$ cat config.mk
export PLATFORM = sky130hd
export DESIGN_NAME = srpf_fifo
export DESIGN_NICKNAME = d
export VERILOG_FILES = /design/src/srpf_fifo.sv
export SDC_FILE = /design/constraint.sdc
export NUM_CORES = 1
export LEC_CHECK = 0
export ABC_AREA = 1
export BUFFER_PORTS_ARGS = -buffer_cell sky130_fd_sc_hd__buf_2
export CORE_MARGIN = 2
export CORE_UTILIZATION = 30
export DETAILED_ROUTE_END_ITERATION = 7
export PLACE_DENSITY = 0.57
export SLEW_MARGIN = 20
export SYNTH_ARGS = -nofsm -noshare
export SYNTH_HDL_FRONTEND = slang
export SYNTH_SLANG_ARGS = --single-unit
$ cat constraint.sdc
create_clock -name i_clk -period 6.3 [get_ports i_clk]
set_input_delay 1.26 -clock i_clk [delete_from_list [all_inputs] [get_ports i_clk]]
set_output_delay 1.26 -clock i_clk [all_outputs]
set_load 0.03 [all_outputs]
$ cat src/srpf_fifo.sv
// short queue between the front and the arithmetic pipeline
`default_nettype none

module srpf_fifo #(
    parameter int DATA_W = 73,
    parameter int DEPTH  = 4
) (
    input  wire logic              i_clk,
    input  wire logic              i_rst_n,
    input  wire logic              i_wr,
    input  wire logic [DATA_W-1:0] i_wdata,
    input  wire logic              i_rd,
    output logic [DATA_W-1:0]      o_rdata,
    output logic                   o_full,
    output logic                   o_empty
);

    localparam int PTR_W = (DEPTH > 1) ? $clog2(DEPTH) : 1;
    localparam int CNT_W = $clog2(DEPTH + 1);

    logic [DATA_W-1:0] r_mem [DEPTH];
    logic [PTR_W-1:0]  r_wptr;
    logic [PTR_W-1:0]  r_rptr;
    logic [CNT_W-1:0]  r_cnt;

    assign o_full  = (r_cnt == CNT_W'(DEPTH));
    assign o_empty = (r_cnt == '0);
    assign o_rdata = r_mem[r_rptr];

    always_ff @(posedge i_clk) begin
        if (i_wr) begin
            r_mem[r_wptr] <= i_wdata;
        end
    end

    always_ff @(posedge i_clk) begin
        if (!i_rst_n) begin
            r_wptr <= '0;
            r_rptr <= '0;
            r_cnt  <= '0;
        end else begin
            if (i_wr) begin
                r_wptr <= (r_wptr == PTR_W'(DEPTH - 1)) ? '0 : r_wptr + 1'b1;
            end
            if (i_rd) begin
                r_rptr <= (r_rptr == PTR_W'(DEPTH - 1)) ? '0 : r_rptr + 1'b1;
            end
            if (i_wr && !i_rd) begin
                r_cnt <= r_cnt + 1'b1;
            end else if (!i_wr && i_rd) begin
                r_cnt <= r_cnt - 1'b1;
            end
        end
    end

endmodule

`default_nettype wire

==> results of run 1 <==
[synth_stat cells, drive strengths merged]
cell,number,area [um^2]
o21ai,149,746
edfxtp,292,8770
nand3,1,5.00
buf,27,241
a21oi,3,15.0
nand4,1,6.26
clkinv,1,3.75
clkbuf,20,80.1
dfxtp,9,180
nand2,8,30.0
o22ai,73,457
nor2,154,578
ha,6,75.1
inv,15,58.8
nor3,4,20.0
fa,1,20.0
xor2,1,8.76
[per-stage QoR]
| stage | cell area (um^2) | power (uW) | worst slack, ns |
|---|---|---|---|
| floorplan | 11300 | 2710 | 3.16 |
| global placement | 12500 | 2890 | 2.67 |
| detailed placement | 12500 | 2900 | 2.67 |
| CTS | 13400 | 4610 | 2.05 |
| global route | 13400 | 4740 | 1.79 |
| finish | 13400 | 4550 | 2.10 |
[power by group through the flow]
stage / Combinational, uW / Sequential [uW] / Clock, uW
floorplan: 362 / 2350 / 0
global placement: 529 / 2360 / 0
detailed placement: 535 / 2360 / 0
CTS: 536 / 2320 / 1760
global route: 575 / 2330 / 1840
finish: 524 / 2320 / 1710
[kinds of logic after synthesis]
logic type | after synthesis | synth area share [%]
DFF | 301 | 79.2
AOI/OAI and AO/OA | 225 | 10.8
and+or+nand+nor | 168 | 5.66
buffers and inverters | 63 | 3.40
adders and majority gates | 7 | 0.842
xor gates and xnor gates | 1 | 0.0776
[cell type report]
class	instances	share of cell area [%]
inverters	16	0.505
clock inverters	16	0.935
well taps	511	4.78
multi-input cells	401	14.6
flip-flops and latches	301	66.9
repair buffers	161	6.21
clock buffers	39	6.02
diodes	1	0.0187
[how the worst max path moves through the flow]
stage	to	slack (ns)	cells after the start
3_3_place_gp	o_rdata[8]	2.67	6
5_1_grt	o_rdata[58]	1.79	4
6_report	o_rdata[58]	2.10	4
4_1_cts	o_rdata[58]	2.05	4
3_5_place_dp	o_rdata[58]	2.67	4
2_1_floorplan	r_mem[3][0]$_DFFE_PP_	3.16	2
[worst max-delay path: stages (launching register included)]
cell and delay, ns:
dfxtp_4 0.73, buf_4 0.85, o21ai_0 0.23, o22ai_1 0.30, buf_2 0.26
[routing by layer]
layer / global-route usage [%] / part of all wire [%] / up-vias
met3: 2.64 / 5.9 / 38
met1: 16.7 / 45 / 3282
met2: 20.8 / 47 / 186
met4: 3.76 / 2.0 / 0
li1: - / - / 3173
met5: 0 / 0 / -
[state kept, by name, summed over array words and instances (netlist names), named ones only]
name,cells
r_wptr,2
r_rptr,2
r_cnt,3
r_mem,292
==> flow_results.xml, run 1 <==
<?xml version="1.0" encoding="UTF-8"?>
<metrics>
  <group name="cts">
    <metric name="clock_insertion_delay_worst_skew" unit="ns">0.56</metric>
    <metric name="cts_made_buffers" unit="">31</metric>
    <metric name="clock_sink_count" unit="">301</metric>
    <metric name="hold_bufs_inserted_after_cts" unit="">0</metric>
    <metric name="clkSlewWorstSetupHoldPaths" unit="ns">0.07</metric>
    <metric name="clock_tree.buffer_depth" unit="">3</metric>
    <metric name="post_cts_resized" unit="">0</metric>
    <metric name="number_of_buffers_added_for_setup_after_cts" unit="">0</metric>
    <metric name="ctsHtreeMaxLevel" unit="">1</metric>
    <metric name="tritoncts" unit="">yes</metric>
    <metric name="cts.root.buffer_cell" unit="">clkbuf_16</metric>
  </group>
  <group name="logic_synthesis">
    <metric name="synth_seq_cells" unit="">301</metric>
    <metric name="postSynthCellCount" unit="">765</metric>
    <metric name="nets_in_the_synthesized_netlist" unit="">849</metric>
    <metric name="unique_masters_post_synth" unit="">22</metric>
    <metric name="syn-mean-instance-area" unit="um^2">14.8</metric>
    <metric name="mapped_cell_area" unit="mm^2">0.0113</metric>
    <metric name="seq_area_frac_synth" unit="%">79.2</metric>
    <metric name="ys_warn_count" unit="">0</metric>
  </group>
  <group name="sta">
    <metric name="timing.final.setup_violations" unit="">0</metric>
    <metric name="relSlewSlack" unit="%">35.4</metric>
    <metric name="finClkSkew" unit="ns">0.0111</metric>
    <metric name="achievable-frequency" unit="MHz">238</metric>
    <metric name="worst_pin_slew" unit="ns">0.968</metric>
    <metric name="final-max-slew-violation-count" unit="">0</metric>
    <metric name="setup_tns" unit="ns">0</metric>
    <metric name="min_period" unit="ns">4.20</metric>
    <metric name="finalHoldViolCount" unit="">0</metric>
    <metric name="rsz0062_at_grt" unit="">no</metric>
    <metric name="fin_crit_sh" unit="%">66.6</metric>
    <metric name="hold_slack" unit="ns">0.544</metric>
  </group>
  <group name="floorplan">
    <metric name="die_boundary_width" unit="um">198</metric>
    <metric name="coreArea" unit="mm^2">0.0374</metric>
    <metric name="floorplan.die_area" unit="mm^2">0.0392</metric>
    <metric name="die_h" unit="um">198</metric>
    <metric name="design.portCount" unit="">152</metric>
    <metric name="initial_core_utilization" unit="%">30.2</metric>
    <metric name="num_rows" unit="">71</metric>
  </group>
  <group name="power">
    <metric name="share_seq_of_total_power" unit="%">51.0</metric>
    <metric name="total_leakage_power" unit="uW">0.00462</metric>
    <metric name="swShare" unit="%">25.2</metric>
    <metric name="p_sw" unit="uW">1150</metric>
    <metric name="ir_drop_worst_vdd" unit="mV">0.213</metric>
    <metric name="intPower" unit="uW">3400</metric>
    <metric name="comb_power_share" unit="%">11.5</metric>
    <metric name="pwr-share-clk" unit="%">37.5</metric>
    <metric name="p_per_cell_area" unit="mW/mm^2">340</metric>
  </group>
  <group name="layout">
    <metric name="layout-drive-gt1-share" unit="%">22.4</metric>
    <metric name="multi_input_area" unit="mm^2">0.00196</metric>
    <metric name="final_cell_count_no_fill" unit="">1446</metric>
    <metric name="sequential_cell_area" unit="mm^2">0.00895</metric>
    <metric name="number_of_fillers_in_the_final_layout" unit="">3597</metric>
    <metric name="layout_commonest_cell" unit="">edfxtp_1</metric>
    <metric name="area.growth.synth_to_final" unit="%">18.5</metric>
    <metric name="finalNetCount" unit="">996</metric>
    <metric name="most_used_cells_in_the_layout_excluding_fill_and_tap_cells" unit="">edfxtp_1 (292), nor2_1 (154), buf_2 (151), o21ai_0 (82), o22ai_1 (73)</metric>
    <metric name="finish.utilization" unit="%">35.8</metric>
  </group>
  <group name="critical_path">
    <metric name="crit_path_end_kind" unit="">output pin</metric>
    <metric name="worst_case_register_to_register_setup_slack" unit="ns">3.92</metric>
    <metric name="timing.critical_path.from_type" unit="">flip-flop</metric>
    <metric name="setup.worst_path.class" unit="">flip-flop to output pin</metric>
    <metric name="required" unit="ns">5.04</metric>
    <metric name="worst_ep_arrival_time" unit="ns">2.94</metric>
    <metric name="r2r-end" unit="">r_mem[1][47]$_DFFE_PP_</metric>
    <metric name="crit_path_max_fanout" unit="">90</metric>
    <metric name="rr_startpoint" unit="">r_wptr[1]$_SDFFE_PN0P_</metric>
    <metric name="depth_of_the_most_critical_reg_to_reg_path" unit="">5</metric>
  </group>
  <group name="worst_hold_path">
    <metric name="min_delay_path_depth" unit="">2</metric>
    <metric name="worst_hold_startpoint" unit="">r_wptr[1]$_SDFFE_PN0P_</metric>
    <metric name="hp-class" unit="">flip-flop to flip-flop</metric>
    <metric name="min_to" unit="">r_wptr[1]$_SDFFE_PN0P_</metric>
  </group>
  <group name="global_routing">
    <metric name="gr-total-overflow" unit="">0</metric>
    <metric name="maximum_number_of_pins_on_one_net_before_global_route_repair" unit="">91</metric>
    <metric name="vias_in_the_first_global_route" unit="">6714</metric>
    <metric name="grt_pass1_wl" unit="mm">38.1</metric>
    <metric name="track_usage" unit="%">12.6</metric>
    <metric name="grt_antenna_before_repair" unit="">1</metric>
  </group>
  <group name="job">
    <metric name="cap_violations" unit="">0</metric>
  </group>
  <group name="placed_design">
    <metric name="placed_cells_incl_taps" unit="">1390</metric>
    <metric name="hpwlAfterDp" unit="mm">13.7</metric>
    <metric name="port_buffer_count" unit="">151</metric>
    <metric name="finalWeightedCongestion" unit="">0.714</metric>
  </group>
  <group name="detailed_routing">
    <metric name="drc_errors" unit="">0</metric>
    <metric name="vias" unit="">6679</metric>
    <metric name="drt-pass1-iter-count" unit="">5</metric>
    <metric name="postRouteWirelength" unit="mm">24.8</metric>
    <metric name="dr_iter_0_viols" unit="">389</metric>
    <metric name="route.detailed.wl_per_inst" unit="um">17.2</metric>
    <metric name="postRouteAntennaNets" unit="">0</metric>
    <metric name="drt-vias-per-instance" unit="">4.62</metric>
  </group>
  <group name="run_status">
    <metric name="status" unit="">finished clean</metric>
  </group>
</metrics>
No activity file was read; power rests on OpenSTA's default activity.
==> run 2: changes to the inputs <==
PLACE_DENSITY = 0.59   (was 0.57)
clock period = 3.8 ns   (was 6.3 ns; I/O delays follow)
==> run 2 against run 1 <==
  * Global-route usage up 0.087 points
  * Sequential cell count is the same
  * First-iteration DRC count fell by 21%
  * Total power is 75% higher
  * Largest cell class unchanged
==> flow_results.xml, run 2 (synthesis gave the netlist of run 1 again) <==
<?xml version="1.0" encoding="UTF-8"?>
<metrics>
  <group name="floorplan">
    <metric name="floorplan.die_area" unit="mm^2">0.0392</metric>
    <metric name="die_boundary_width" unit="um">198</metric>
    <metric name="initial_core_utilization" unit="%">30.2</metric>
    <metric name="coreArea" unit="mm^2">0.0374</metric>
    <metric name="die_h" unit="um">198</metric>
    <metric name="design.portCount" unit="">152</metric>
    <metric name="num_rows" unit="">71</metric>
  </group>
  <group name="sta">
    <metric name="min_period" unit="ns">3.11</metric>
    <metric name="finClkSkew" unit="ns">0.0156</metric>
    <metric name="worst_pin_slew" unit="ns">0.761</metric>
    <metric name="achievable-frequency" unit="MHz">322</metric>
    <metric name="hold_slack" unit="ns">0.442</metric>
    <metric name="timing.final.setup_violations" unit="">0</metric>
    <metric name="final-max-slew-violation-count" unit="">0</metric>
    <metric name="setup_tns" unit="ns">0</metric>
    <metric name="relSlewSlack" unit="%">49.3</metric>
    <metric name="rsz0062_at_grt" unit="">no</metric>
    <metric name="fin_crit_sh" unit="%">81.8</metric>
    <metric name="finalHoldViolCount" unit="">0</metric>
  </group>
  <group name="layout">
    <metric name="layout-drive-gt1-share" unit="%">23.9</metric>
    <metric name="finalNetCount" unit="">1006</metric>
    <metric name="largest_register_ffs" unit="">292</metric>
    <metric name="multi_input_area" unit="mm^2">0.00196</metric>
    <metric name="area.growth.synth_to_final" unit="%">21.0</metric>
    <metric name="largest_registers" unit="">r_mem x292, r_cnt x3</metric>
    <metric name="most_used_cells_in_the_layout_excluding_fill_and_tap_cells" unit="">edfxtp_1 (292), nor2_1 (154), buf_2 (151), o21ai_0 (82), o22ai_1 (73)</metric>
    <metric name="stdcell_area" unit="mm^2">0.0137</metric>
    <metric name="largest_register" unit="">r_mem</metric>
    <metric name="layout_commonest_cell" unit="">edfxtp_1</metric>
    <metric name="number_of_fillers_in_the_final_layout" unit="">3582</metric>
    <metric name="sequential_cell_area" unit="mm^2">0.00895</metric>
  </group>
  <group name="cts">
    <metric name="clock_insertion_delay_worst_skew" unit="ns">0.53</metric>
    <metric name="clock_tree.buffer_depth" unit="">3</metric>
    <metric name="number_of_buffers_added_for_setup_after_cts" unit="">0</metric>
    <metric name="ctsHtreeMaxLevel" unit="">2</metric>
    <metric name="clock_sink_count" unit="">301</metric>
    <metric name="tritoncts" unit="">yes</metric>
    <metric name="hold_bufs_inserted_after_cts" unit="">0</metric>
    <metric name="post_cts_resized" unit="">0</metric>
    <metric name="cts.root.buffer_cell" unit="">clkbuf_16</metric>
    <metric name="clkSlewWorstSetupHoldPaths" unit="ns">0.06</metric>
    <metric name="cts_made_buffers" unit="">34</metric>
  </group>
  <group name="critical_path">
    <metric name="r2r-end" unit="">r_mem[0][59]$_DFFE_PP_</metric>
    <metric name="worst_ep_arrival_time" unit="ns">2.35</metric>
    <metric name="crit_path_max_fanout" unit="">34</metric>
    <metric name="depth_of_the_most_critical_reg_to_reg_path" unit="">5</metric>
    <metric name="worst_case_register_to_register_setup_slack" unit="ns">1.74</metric>
    <metric name="timing.critical_path.from_type" unit="">flip-flop</metric>
    <metric name="rr_startpoint" unit="">r_wptr[0]$_SDFFE_PN0P_</metric>
    <metric name="setup.worst_path.class" unit="">flip-flop to output pin</metric>
    <metric name="required" unit="ns">3.04</metric>
    <metric name="crit_path_end_kind" unit="">output pin</metric>
  </group>
  <group name="power">
    <metric name="ir_drop_worst_vdd" unit="mV">0.356</metric>
    <metric name="total_leakage_power" unit="uW">0.00475</metric>
    <metric name="p_per_cell_area" unit="mW/mm^2">581</metric>
  </group>
  <group name="detailed_routing">
    <metric name="postRouteWirelength" unit="mm">24.8</metric>
    <metric name="wirelength_met1" unit="mm">10.8</metric>
    <metric name="route.detailed.wl_per_inst" unit="um">17.0</metric>
    <metric name="routed_length_on_met3" unit="mm">1.65</metric>
    <metric name="postRouteAntennaNets" unit="">0</metric>
    <metric name="drc_errors" unit="">0</metric>
    <metric name="drt-pass1-iter-count" unit="">6</metric>
    <metric name="routed.top_layer" unit="">met5</metric>
    <metric name="route.met2.wl" unit="mm">11.7</metric>
    <metric name="drt-vias-per-instance" unit="">4.64</metric>
    <metric name="dr_iter_0_viols" unit="">308</metric>
    <metric name="vias" unit="">6750</metric>
  </group>
  <group name="global_routing">
    <metric name="grt_antenna_before_repair" unit="">3</metric>
    <metric name="vias_in_the_first_global_route" unit="">6685</metric>
    <metric name="maximum_number_of_pins_on_one_net_before_global_route_repair" unit="">147</metric>
    <metric name="track_usage" unit="%">12.7</metric>
    <metric name="grt_pass1_wl" unit="mm">37.4</metric>
    <metric name="gr-total-overflow" unit="">0</metric>
  </group>
  <group name="job">
    <metric name="cap_violations" unit="">0</metric>
  </group>
  <group name="worst_hold_path">
    <metric name="worst_hold_startpoint" unit="">i_wdata[2]</metric>
    <metric name="min_delay_path_depth" unit="">1</metric>
    <metric name="hp-class" unit="">input port to flip-flop</metric>
    <metric name="min_to" unit="">r_mem[1][2]$_DFFE_PP_</metric>
  </group>
  <group name="placed_design">
    <metric name="hpwlAfterDp" unit="mm">13.8</metric>
    <metric name="dpl_cell_area" unit="mm^2">0.0126</metric>
    <metric name="port_buffer_count" unit="">151</metric>
    <metric name="finalWeightedCongestion" unit="">0.696</metric>
  </group>
  <group name="run_status">
    <metric name="status" unit="">finished clean</metric>
  </group>
</metrics>
-- run 2: changes by cell type in the layout (fill, tap and decap cells not counted), sizes merged --
| cell | delta |
|---|---|
| diode | +1 |
| bufinv | +2 |
| clkinv | -4 |
| clkbuf | +2 |
| clkinvlp | +2 |
| buf | +7 |
-- run 2: through the flow --
stage               instances  utilization (%)  total power [uW]  setup WS, ns
detailed placement       1397             33.6              4810          1.14
global route             1454             36.5              8260         0.477
CTS                      1454             36.5              8060         0.575
finish                   1456             36.5              7950         0.691
global placement         1397             33.6              4800          1.14
floorplan                 765                -              4500          1.16
-- run 2: worst max-delay path by stage --
stage                          from               endpoint  slack [ns]  depth (start not counted)
after floorplan                i_wr  r_mem[3][0]$_DFFE_PP_        1.16                          2
after CTS                 flip-flop            o_rdata[48]        0.58                          4
after global placement    flip-flop            o_rdata[48]        1.14                          4
after detailed placement  flip-flop            o_rdata[48]        1.14                          4
after global routing      flip-flop            o_rdata[46]        0.48                          4
final                     flip-flop            o_rdata[48]        0.69                          4
-- run 2: worst max-delay path, cell delays in order, from the launching register on --
cell	delay [ns]
dfxtp_2	0.82
buf_4	0.39
o21ai_0	0.16
o22ai_1	0.22
buf_2	0.23
-- run 2: report_power, final --
part	switching, uW	internal [uW]
Combinational	645	242
Clock	1260	1960
Sequential	45.0	3790
Total	1950	5990
-- run 2: area by class of cell --
class | count | share of cell area [%]
Clock buffer | 41 | 6.57
Sequential cell | 301 | 65.5
Inverter | 16 | 0.494
Clock inverter | 16 | 1.42
Timing Repair Buffer | 168 | 6.92
Multi-Input combinational cell | 401 | 14.3
Antenna cell | 2 | 0.0366
Tap cell | 511 | 4.68
-- run 2: routing by layer --
layer  track usage (%)  up-vias
met5                 0        -
met1              15.7     3333
met4              5.29        6
li1                  -     3188
met2              20.8      168
met3              3.71       55
