File: src/srpf_front.sv
// input side: takes samples, applies record start, builds the sample history
`default_nettype none

module srpf_front #(
    parameter int SAMPLE_WIDTH = 24
) (
    input  wire logic                      i_clk,
    input  wire logic                      i_rst_n,
    input  wire logic                      i_push,
    input  wire logic [SAMPLE_WIDTH-1:0]   i_sample,
    input  wire logic                      i_record_start,
    input  wire logic                      i_q_full,
    output logic                           o_q_wr,
    output logic [3*SAMPLE_WIDTH:0]        o_q_data
);

    logic [SAMPLE_WIDTH-1:0] r_x1;
    logic [SAMPLE_WIDTH-1:0] r_x2;
    logic [SAMPLE_WIDTH-1:0] w_x1;
    logic [SAMPLE_WIDTH-1:0] w_x2;
    logic                    w_accept;

    assign w_accept = i_push && !i_q_full;

    // a new record sees a cleared history
    assign w_x1 = i_record_start ? '0 : r_x1;
    assign w_x2 = i_record_start ? '0 : r_x2;

    assign o_q_wr   = w_accept;
    assign o_q_data = {i_record_start, w_x2, w_x1, i_sample};

    always_ff @(posedge i_clk) begin
        if (!i_rst_n) begin
            r_x1 <= '0;
            r_x2 <= '0;
        end else if (w_accept) begin
            r_x1 <= i_sample;
            r_x2 <= w_x1;
        end
    end

endmodule

`default_nettype wire

File: config.mk
export PLATFORM = sky130hd
export DESIGN_NAME = srpf_front
export DESIGN_NICKNAME = d
export VERILOG_FILES = /design/src/srpf_front.sv
export SDC_FILE = /design/constraint.sdc
export NUM_CORES = 1
export LEC_CHECK = 0
export BUFFER_PORTS_ARGS = -buffer_cell sky130_fd_sc_hd__buf_2
export CAP_MARGIN = 25
export CORE_UTILIZATION = 51
export DETAILED_ROUTE_END_ITERATION = 10
export GPL_TIMING_DRIVEN = 0
export PLACE_DENSITY = 0.9
export SLEW_MARGIN = 15
export SYNTH_ARGS = -nofsm -noshare
export SYNTH_HDL_FRONTEND = slang
export SYNTH_SLANG_ARGS = --single-unit
File: constraint.sdc
create_clock -name i_clk -period 2.1 [get_ports i_clk]
set_input_delay 0.315 -clock i_clk [delete_from_list [all_inputs] [get_ports i_clk]]
set_output_delay 0.315 -clock i_clk [all_outputs]
set_load 0.05 [all_outputs]
==> impl_results.html, run 1 <==
<table>
<tr><th>Metric</th><th>Value</th></tr>
<tr><th colspan="2">Die</th></tr>
<tr><td>Core area</td><td>4410 µm²</td></tr>
<tr><td>Die height</td><td>70.4 µm</td></tr>
<tr><td>Initial core utilization</td><td>roughly 54%</td></tr>
<tr><td>Horiz. Die Dim</td><td>70.4 µm</td></tr>
<tr><td>Number of primary I/O pins</td><td>just over 100</td></tr>
<tr><td>Die area</td><td>slightly below 5000 µm²</td></tr>
<tr><td>Number of core rows</td><td>24</td></tr>
<tr><th colspan="2">Place</th></tr>
<tr><td>Total half-perimeter wirelength after legalization and detailed placement</td><td>4140 µm</td></tr>
<tr><td>Buffers added on ports</td><td>100</td></tr>
<tr><td>Final weighted congestion in routability-driven placement</td><td>0.737</td></tr>
<tr><th colspan="2">Timing</th></tr>
<tr><td>Worst Max-Slew Pin Slew</td><td>0.410 ns</td></tr>
<tr><td>Count of pins over their slew limit</td><td>0</td></tr>
<tr><td>Setup TNS Final</td><td>0 ns</td></tr>
<tr><td>Worst slew slack as a fraction of its limit</td><td>between 70 and 80%</td></tr>
<tr><td>Clk_skew</td><td>0.00714 ns</td></tr>
<tr><td>Setup repair after global routing missed its margin</td><td>no</td></tr>
<tr><td>Final-report setup violation count</td><td>0</td></tr>
<tr><td>Hold Vio Cnt, Final</td><td>0</td></tr>
<tr><td>Fin crit share</td><td>68.8%</td></tr>
<tr><td>Final critical path time including I/O delays and setup</td><td>1.44 ns</td></tr>
<tr><td>Achievable Freq</td><td>~0.69 GHz</td></tr>
<tr><th colspan="2">Logic synthesis</th></tr>
<tr><td>Share of the synthesized area in the top cell type</td><td>40.3%</td></tr>
<tr><td>Syn Inst Count</td><td>287</td></tr>
<tr><td>Leading post-synthesis cells by cell area</td><td>sky130_fd_sc_hd__dfxtp_1 (40%), sky130_fd_sc_hd__nand2_1 (15%), sky130_fd_sc_hd__nor2b_1 (13%)</td></tr>
<tr><td>Post-synthesis sequential element count</td><td>between 40 and 50</td></tr>
<tr><td>Post-synthesis instance area</td><td>2380 µm²</td></tr>
<tr><td>Sequential fraction of the synthesis area</td><td>40.3%</td></tr>
<tr><td>Syn_nets</td><td>316</td></tr>
<tr><td>Mean area per synthesized cell</td><td>8.31 µm²</td></tr>
<tr><td>Post-synth cell types</td><td>12</td></tr>
<tr><td>Library cell occupying the most area in the post-synthesis netlist</td><td>sky130_fd_sc_hd__dfxtp_1</td></tr>
<tr><td>Synth Warn #</td><td>0</td></tr>
<tr><th colspan="2">Worst setup path</th></tr>
<tr><td>Crit path buffers/inverters</td><td>3</td></tr>
<tr><td>Max stage delay cell, worst path</td><td>sky130_fd_sc_hd__buf_2</td></tr>
<tr><td>Arrival time worst endpoint</td><td>1.13 ns</td></tr>
<tr><td>Required time of the worst setup path</td><td>between 1.5 and 2 ns</td></tr>
<tr><td>Dominant delay contributor by cell family on the critical path</td><td>buffers and inverters</td></tr>
<tr><td>CP dominant cell by count</td><td>sky130_fd_sc_hd__buf_2</td></tr>
<tr><td>Maximum fanout along the worst path</td><td>10</td></tr>
<tr><td>Chain of cells forming the critical path</td><td>buf_2, buf_2, nor2b_1, buf_2</td></tr>
<tr><td>Setup crit end kind</td><td>primary output</td></tr>
<tr><td>Critical path class</td><td>in -&gt; out</td></tr>
<tr><td>Worst Setup Start Kind</td><td>primary input</td></tr>
<tr><td>Slowest Stage Delay on Critical Path</td><td>0.28 ns</td></tr>
<tr><th colspan="2">Finish</th></tr>
<tr><td>Commonest cells after routing, fill and taps aside</td><td>sky130_fd_sc_hd__buf_2 (109), sky130_fd_sc_hd__nand2_1 (96), sky130_fd_sc_hd__nor2b_1 (48), sky130_fd_sc_hd__dfxtp_1 (48), sky130_fd_sc_hd__buf_4 (29)</td></tr>
<tr><td>Antenna fix cells</td><td>0</td></tr>
<tr><td>Share of final-layout standard cells stronger than drive strength 1</td><td>42.6%</td></tr>
<tr><td>Commonest non-fill, non-tap cell in the layout</td><td>sky130_fd_sc_hd__buf_2</td></tr>
<tr><td>Final core utilization</td><td>68.6%</td></tr>
<tr><td>Post-layout nets</td><td>423</td></tr>
<tr><td>Synthesis-to-layout area growth</td><td>27.0%</td></tr>
<tr><th colspan="2">Power and ir drop</th></tr>
<tr><td>Max VDD drop</td><td>0.000520 V</td></tr>
<tr><td>Internal power</td><td>1.30 mW</td></tr>
<tr><td>Power per cell area</td><td>612 nW/µm²</td></tr>
<tr><td>Switching part of the total</td><td>30.0%</td></tr>
<tr><td>P_leak</td><td>1.41 nW</td></tr>
<tr><td>Sequential group share of total power</td><td>51.0%</td></tr>
<tr><td>Switching power</td><td>556 µW</td></tr>
<tr><td>Clock power share</td><td>27.4%</td></tr>
<tr><td>Relative contribution of combinational cells to total power</td><td>21.6%</td></tr>
<tr><th colspan="2">Global route</th></tr>
<tr><td>Vias in the first global route</td><td>1,934</td></tr>
<tr><td>Antenna violations before repair</td><td>0</td></tr>
<tr><td>Global routing usage summed across all routing layers</td><td>~21%</td></tr>
<tr><td>Pin count of the biggest net entering global routing</td><td>14</td></tr>
<tr><td>GR Overflow Total</td><td>0</td></tr>
<tr><td>First-pass GRT wire length</td><td>8360 µm</td></tr>
<tr><th colspan="2">Route</th></tr>
<tr><td>Per-cell via count in the routed design</td><td>4.79</td></tr>
<tr><td>Vias after detailed routing</td><td>2,138</td></tr>
<tr><td>Post-DR wirelength/cell</td><td>11.9 µm</td></tr>
<tr><td>Number of remaining DRC errors</td><td>0</td></tr>
<tr><td>Router iterations before antenna repair</td><td>4</td></tr>
<tr><td>Total wire length after detailed routing</td><td>5310 µm</td></tr>
<tr><td>Drt initial violations</td><td>120</td></tr>
<tr><td>Post-DRT Antenna Nets</td><td>0</td></tr>
<tr><th colspan="2">Clock network</th></tr>
<tr><td>Post-cts gate resize count</td><td>0</td></tr>
<tr><td>Setup repair bufs after CTS</td><td>0</td></tr>
<tr><td>CTS tree</td><td>yes</td></tr>
<tr><td>Total number of H-tree levels</td><td>2</td></tr>
<tr><td>Hold buffer count at cts</td><td>0</td></tr>
<tr><td>Number of buffers inserted during clock tree synthesis</td><td>5</td></tr>
<tr><td>Clock-pin slew on the worst setup and hold paths</td><td>about 0.070 ns</td></tr>
<tr><td>Clock latency on the worst-skew pair</td><td>between 0.2 and 0.3 ns</td></tr>
<tr><td>Clock root buffer</td><td>sky130_fd_sc_hd__clkbuf_8</td></tr>
<tr><td>Clock Sink Count</td><td>48</td></tr>
<tr><td>Maximum root-to-sink buffer count</td><td>2</td></tr>
<tr><th colspan="2">Flow run</th></tr>
<tr><td>MaxCap Viol Count</td><td>0</td></tr>
<tr><th colspan="2">Worst hold path</th></tr>
<tr><td>Classification of the worst-slack hold path</td><td>in -&gt; reg</td></tr>
<tr><th colspan="2">Outcome</th></tr>
<tr><td>Result of the run</td><td>finished clean</td></tr>
</table>
-- worst min-delay path: cells and delay by family --
kind	cells	cell delay (ns)
AOI/OAI and AO/OA	1	0.05
buffers and inverters	1	0.11
and+or+nand+nor	1	0.05
-- metal layers --
| layer | share of wire, % | track usage, % |
|---|---|---|
| met5 | 0 | 0 |
| met4 | 0.66 | 7.11 |
| met3 | 4.0 | 5.05 |
| met2 | 55 | 40.3 |
| met1 | 40 | 23.2 |
-- layout make-up --
| cell class | instances | area, µm² |
|---|---|---|
| clock inverter | 1 | 5.00 |
| timing repair buffer | 100 | 500 |
| fill | 390 | 1390 |
| sequential | 48 | 961 |
| buffer | 45 | 312 |
| clock buffer | 6 | 72.6 |
| multi-input combinational | 193 | 1110 |
| tap | 52 | 65.1 |
| inverter | 1 | 5.00 |
-- worst paths after layout --
kind                  startpoint           end  slack [ns]  cells after the start
hold / removal       i_sample[0]       r_x1[0]        0.28                      3
setup / recovery  i_record_start  o_q_data[55]        0.66                      4
setup reg to reg        r_x1[20]      r_x2[20]        1.27                      3
hold reg to reg          r_x1[0]       r_x1[0]        0.45                      2
-- through the flow --
stage / hold slack (ns) / instance area (µm²) / cells / total power [mW] / setup WS [ns]
after floorplan: 0.430 / 2380 / 287 / 1.27 / 0.449
after global placement: 0.436 / 2950 / 439 / 1.36 / 0.662
after detailed placement: 0.443 / 2950 / 439 / 1.37 / 0.659
after CTS: 0.271 / 3030 / 446 / 1.87 / 0.653
after global routing: 0.266 / 3030 / 446 / 1.94 / 0.565
final: 0.278 / 3030 / 446 / 1.85 / 0.655
-- cells by family after synthesis --
logic type	after synthesis	share of synthesized area (%)
and+or+nand+nor	145	28.3
AOI/OAI and AO/OA	48	18.1
DFF	48	40.3
buffers and inverters	46	13.3
-- Yosys cell counts --
master,instances
sky130_fd_sc_hd__buf_6,3
sky130_fd_sc_hd__nor2b_1,48
sky130_fd_sc_hd__buf_2,9
sky130_fd_sc_hd__nand2_1,96
sky130_fd_sc_hd__dfxtp_1,48
sky130_fd_sc_hd__nand2b_4,1
sky130_fd_sc_hd__clkbuf_1,4
sky130_fd_sc_hd__a21boi_1,12
sky130_fd_sc_hd__a21boi_2,19
sky130_fd_sc_hd__buf_4,29
sky130_fd_sc_hd__clkinv_2,1
sky130_fd_sc_hd__a21boi_0,17
-- sequential cells by signal (all words and copies together), names as in the netlist --
register  flops
r_x1         24
r_x2         24
-- power by group through the flow --
stage / registers [mW] / logic, mW / clock network [mW]
after floorplan: 0.963 / 0.306 / 0
after global placement: 0.965 / 0.395 / 0
after detailed placement: 0.967 / 0.402 / 0
after CTS: 0.945 / 0.403 / 0.521
after global routing: 0.948 / 0.424 / 0.564
final: 0.945 / 0.400 / 0.507
Note: power is estimated with default switching activity, not from simulation.
==> run 2, diff against run 1 <==
ABC_AREA = 1   (was not set)
CORE_UTILIZATION = 48   (was 51)
PLACE_DENSITY = 0.85   (was 0.9)
clock period = 1.4 ns   (was 2.1 ns; I/O delays follow)
==> run 2 against run 1 <==
Sequential share of layout area shrank 1.9 points; critical endpoint is now o_q_data[26]; critical path type is now reg -> out; first-iteration DRC count grew 54%; cell area grew 6.2%; largest power group unchanged.
==> impl_results.html, run 2 <==
<table>
<tr><th>Metric</th><th>Value</th></tr>
<tr><th colspan="2">Outcome</th></tr>
<tr><td>Result of the run</td><td>finished clean</td></tr>
<tr><th colspan="2">Logic synthesis</th></tr>
<tr><td>Share of the synthesized area in the top cell type</td><td>38.3%</td></tr>
<tr><td>Most frequent cell after synthesis</td><td>sky130_fd_sc_hd__nor2_1</td></tr>
<tr><td>Leading post-synthesis cells by cell area</td><td>sky130_fd_sc_hd__dfxtp_1 (38%), sky130_fd_sc_hd__nor2_1 (22%), sky130_fd_sc_hd__inv_1 (11%)</td></tr>
<tr><td>Share of synthesized flip-flops with an asynchronous set or reset</td><td>0%</td></tr>
<tr><td>Sequential fraction of the synthesis area</td><td>between 30% and 40%</td></tr>
<tr><td>Synth Warn #</td><td>0</td></tr>
<tr><td>Syn_nets</td><td>440</td></tr>
<tr><td>Mean area per synthesized cell</td><td>6.10 µm²</td></tr>
<tr><td>Post-synthesis instance area</td><td>between 2000 and 3000 µm²</td></tr>
<tr><td>Post-synth cell types</td><td>12</td></tr>
<tr><td>Most used DFF post-synth</td><td>sky130_fd_sc_hd__dfxtp_1</td></tr>
<tr><td>Post-synthesis sequential element count</td><td>48</td></tr>
<tr><td>Library cell occupying the most area in the post-synthesis netlist</td><td>sky130_fd_sc_hd__dfxtp_1</td></tr>
<tr><td>Syn Inst Count</td><td>411</td></tr>
<tr><td>Most common library cells after synthesis</td><td>sky130_fd_sc_hd__nor2_1 (144), sky130_fd_sc_hd__inv_1 (72), sky130_fd_sc_hd__nand2_1 (72), sky130_fd_sc_hd__dfxtp_1 (48), sky130_fd_sc_hd__buf_4 (28)</td></tr>
<tr><td>Number of flops mapped to enable cells by yosys</td><td>0</td></tr>
<tr><th colspan="2">Clock network</th></tr>
<tr><td>Total number of H-tree levels</td><td>2</td></tr>
<tr><td>Setup repair bufs after CTS</td><td>0</td></tr>
<tr><td>Number of buffers inserted during clock tree synthesis</td><td>5</td></tr>
<tr><td>CTS tree</td><td>yes</td></tr>
<tr><td>Maximum root-to-sink buffer count</td><td>2</td></tr>
<tr><td>Clock root buffer</td><td>sky130_fd_sc_hd__clkbuf_8</td></tr>
<tr><td>Clock-pin slew on the worst setup and hold paths</td><td>0.09 ns</td></tr>
<tr><td>Clock latency on the worst-skew pair</td><td>around 0.30 ns</td></tr>
<tr><td>Hold buffer count at cts</td><td>0</td></tr>
<tr><td>Clock Sink Count</td><td>between 40 and 50</td></tr>
<tr><th colspan="2">Global route</th></tr>
<tr><td>Vias in the first global route</td><td>2,070</td></tr>
<tr><td>First-pass GRT wire length</td><td>8630 µm</td></tr>
<tr><td>Antenna violations before repair</td><td>0</td></tr>
<tr><td>GR Overflow Total</td><td>0</td></tr>
<tr><td>Pin count of the biggest net entering global routing</td><td>17</td></tr>
<tr><td>Global routing usage summed across all routing layers</td><td>20.2%</td></tr>
<tr><th colspan="2">Worst setup path</th></tr>
<tr><td>Critical path class</td><td>reg -&gt; out</td></tr>
<tr><td>Setup crit end kind</td><td>primary output</td></tr>
<tr><td>Required time of the worst setup path</td><td>1.19 ns</td></tr>
<tr><td>Worst Setup Start Kind</td><td>flip-flop</td></tr>
<tr><td>Chain of cells forming the critical path</td><td>inv_1, nor2_1, buf_2</td></tr>
<tr><td>Arrival time worst endpoint</td><td>1.16 ns</td></tr>
<tr><td>Max stage delay cell, worst path</td><td>sky130_fd_sc_hd__dfxtp_1</td></tr>
<tr><td>Maximum fanout along the worst path</td><td>2</td></tr>
<tr><td>Slowest Stage Delay on Critical Path</td><td>0.34 ns</td></tr>
<tr><th colspan="2">Finish</th></tr>
<tr><td>Cell area after layout</td><td>3210 µm²</td></tr>
<tr><td>Storage cell area</td><td>between 900 and 1000 µm²</td></tr>
<tr><td>Area used by multi-input combinational logic</td><td>948 µm²</td></tr>
<tr><td>Share of final-layout standard cells stronger than drive strength 1</td><td>29.9%</td></tr>
<tr><td>Post-layout nets</td><td>546</td></tr>
<tr><td>Biggest regs</td><td>r_x1: 24 flops, r_x2: 24 flops</td></tr>
<tr><td>Commonest non-fill, non-tap cell in the layout</td><td>sky130_fd_sc_hd__nor2_1</td></tr>
<tr><td>Commonest cells after routing, fill and taps aside</td><td>sky130_fd_sc_hd__nor2_1 (144), sky130_fd_sc_hd__buf_2 (107), sky130_fd_sc_hd__inv_1 (72), sky130_fd_sc_hd__nand2_1 (72), sky130_fd_sc_hd__dfxtp_1 (48)</td></tr>
<tr><td>Antenna fix cells</td><td>0</td></tr>
<tr><td>FILL cells</td><td>473</td></tr>
<tr><td>Synthesis-to-layout area growth</td><td>28.2%</td></tr>
<tr><th colspan="2">Route</th></tr>
<tr><td>Metal1 wirelength</td><td>between 2000 and 3000 µm</td></tr>
<tr><td>Top Metal Used</td><td>met4</td></tr>
<tr><td>Post-DRT Antenna Nets</td><td>0</td></tr>
<tr><td>Length of routed met2 wiring</td><td>2550 µm</td></tr>
<tr><td>Number of remaining DRC errors</td><td>0</td></tr>
<tr><td>Vias after detailed routing</td><td>between 2,000 and 2,500</td></tr>
<tr><td>Router iterations before antenna repair</td><td>4</td></tr>
<tr><td>Met3 WL post-DR</td><td>~300 µm</td></tr>
<tr><td>Post-DR wirelength/cell</td><td>9.43 µm</td></tr>
<tr><td>Per-cell via count in the routed design</td><td>between 4 and 5</td></tr>
<tr><td>Drt initial violations</td><td>185</td></tr>
<tr><td>Total wire length after detailed routing</td><td>5520 µm</td></tr>
<tr><th colspan="2">Timing</th></tr>
<tr><td>Final-report setup violation count</td><td>0</td></tr>
<tr><td>Worst slew slack as a fraction of its limit</td><td>70.5%</td></tr>
<tr><td>Clk_skew</td><td>0.00275 ns</td></tr>
<tr><td>Final critical path time including I/O delays and setup</td><td>1.37 ns</td></tr>
<tr><td>Hold Vio Cnt, Final</td><td>0</td></tr>
<tr><td>Worst Max-Slew Pin Slew</td><td>~0.44 ns</td></tr>
<tr><td>Final hold slack</td><td>roughly 0.21 ns</td></tr>
<tr><td>Count of pins over their slew limit</td><td>0</td></tr>
<tr><td>PnR worst setup slack</td><td>0.0334 ns</td></tr>
<tr><td>Fin crit share</td><td>a little over nine tenths</td></tr>
<tr><td>Achievable Freq</td><td>approximately 0.73 GHz</td></tr>
<tr><th colspan="2">Die</th></tr>
<tr><td>Horiz. Die Dim</td><td>74.3 µm</td></tr>
<tr><td>Die area</td><td>5520 µm²</td></tr>
<tr><td>Number of core rows</td><td>25</td></tr>
<tr><td>Number of primary I/O pins</td><td>103</td></tr>
<tr><td>Initial core utilization</td><td>approximately 50%</td></tr>
<tr><td>Core area</td><td>4880 µm²</td></tr>
<tr><td>Die height</td><td>74.3 µm</td></tr>
<tr><th colspan="2">Power and ir drop</th></tr>
<tr><td>P_leak</td><td>between 1.5 and 2 nW</td></tr>
<tr><td>Switching power</td><td>between 1 and 1.5 mW</td></tr>
<tr><td>Switching part of the total</td><td>33.7%</td></tr>
<tr><td>Relative contribution of combinational cells to total power</td><td>between 20% and 30%</td></tr>
<tr><td>Overall power</td><td>approximately 3.4 mW</td></tr>
<tr><td>Max VDD drop</td><td>0.000425 V</td></tr>
<tr><td>Internal power</td><td>2.26 mW</td></tr>
<tr><td>Clock power share</td><td>29.9%</td></tr>
<tr><td>Power per cell area</td><td>1060 nW/µm²</td></tr>
<tr><td>Sequential group share of total power</td><td>43.6%</td></tr>
<tr><th colspan="2">Place</th></tr>
<tr><td>Placed standard-cell area</td><td>3090 µm²</td></tr>
<tr><td>Buffers added on ports</td><td>99</td></tr>
<tr><td>Total half-perimeter wirelength after legalization and detailed placement</td><td>4280 µm</td></tr>
<tr><td>Final weighted congestion in routability-driven placement</td><td>0.771</td></tr>
<tr><td>Post-place setup slack</td><td>0.157 ns</td></tr>
<tr><th colspan="2">Flow run</th></tr>
<tr><td>MaxCap Viol Count</td><td>0</td></tr>
<tr><th colspan="2">Worst hold path</th></tr>
<tr><td>Classification of the worst-slack hold path</td><td>in -&gt; reg</td></tr>
</table>
-- run 2: layer usage --
| layer | up-vias | track usage [%] |
|---|---|---|
| met2 | 79 | 34.1 |
| li1 | 1352 | - |
| met4 | 0 | 8.18 |
| met3 | 8 | 3.93 |
| met1 | 978 | 25.2 |
| met5 | - | 0 |
-- run 2: critical path: cells and delay by family, from the launching register on --
| kind | cells | cell delay (ns) |
|---|---|---|
| buffers and inverters | 2 | 0.35 |
| flip-flops | 1 | 0.34 |
| AND/OR/NAND/NOR | 1 | 0.16 |
-- run 2: timing repair --
action,CTS,global route
resized for setup,0,6
endpoints found under the hold margin,0,0
setup endpoints to repair,0,5
-- run 2: cell families after synthesis --
logic type	count (synthesis)	synth area share [%]
buffers and inverters	121	23.9
AND/OR/NAND/NOR	242	37.8
flip-flops	48	38.3
-- run 2: final timing paths --
path / from / to / slack (ns) / cells after the start
worst max-delay path: r_x1[2] / o_q_data[26] / 0.03 / 3
worst min-delay path: i_rst_n / r_x1[22] / 0.21 / 3
worst max register to register: r_x1[9] / r_x2[9] / 0.62 / 4
worst min register to register: r_x1[15] / r_x1[15] / 0.49 / 2
-- run 2: per-stage QoR --
step / util (%) / TNS (ns) / cells
after CTS: 65.6 / 0 / 585
after global routing: 65.9 / -0.0169 / 585
final: 65.9 / 0 / 585
after global placement: 63.3 / 0 / 577
after detailed placement: 63.3 / 0 / 577
after floorplan: - / -0.0848 / 411
-- run 2: power groups by stage --
stage / clock network, mW / registers [mW] / logic [mW]
global placement: 0 / 1.51 / 0.886
finish: 1.02 / 1.48 / 0.902
CTS: 1.03 / 1.48 / 0.902
detailed placement: 0 / 1.52 / 0.898
floorplan: 0 / 1.51 / 0.709
global route: 1.09 / 1.49 / 0.986
-- run 2: area by class of cell --
type	count	area share, %
Buffer	47	9.96
Clock inverter	3	1.44
Inverter	74	8.64
Multi-Input combinational cell	242	29.5
Clock buffer	5	2.14
Timing Repair Buffer	99	15.8
Sequential cell	48	29.9
Tap cell	67	2.61
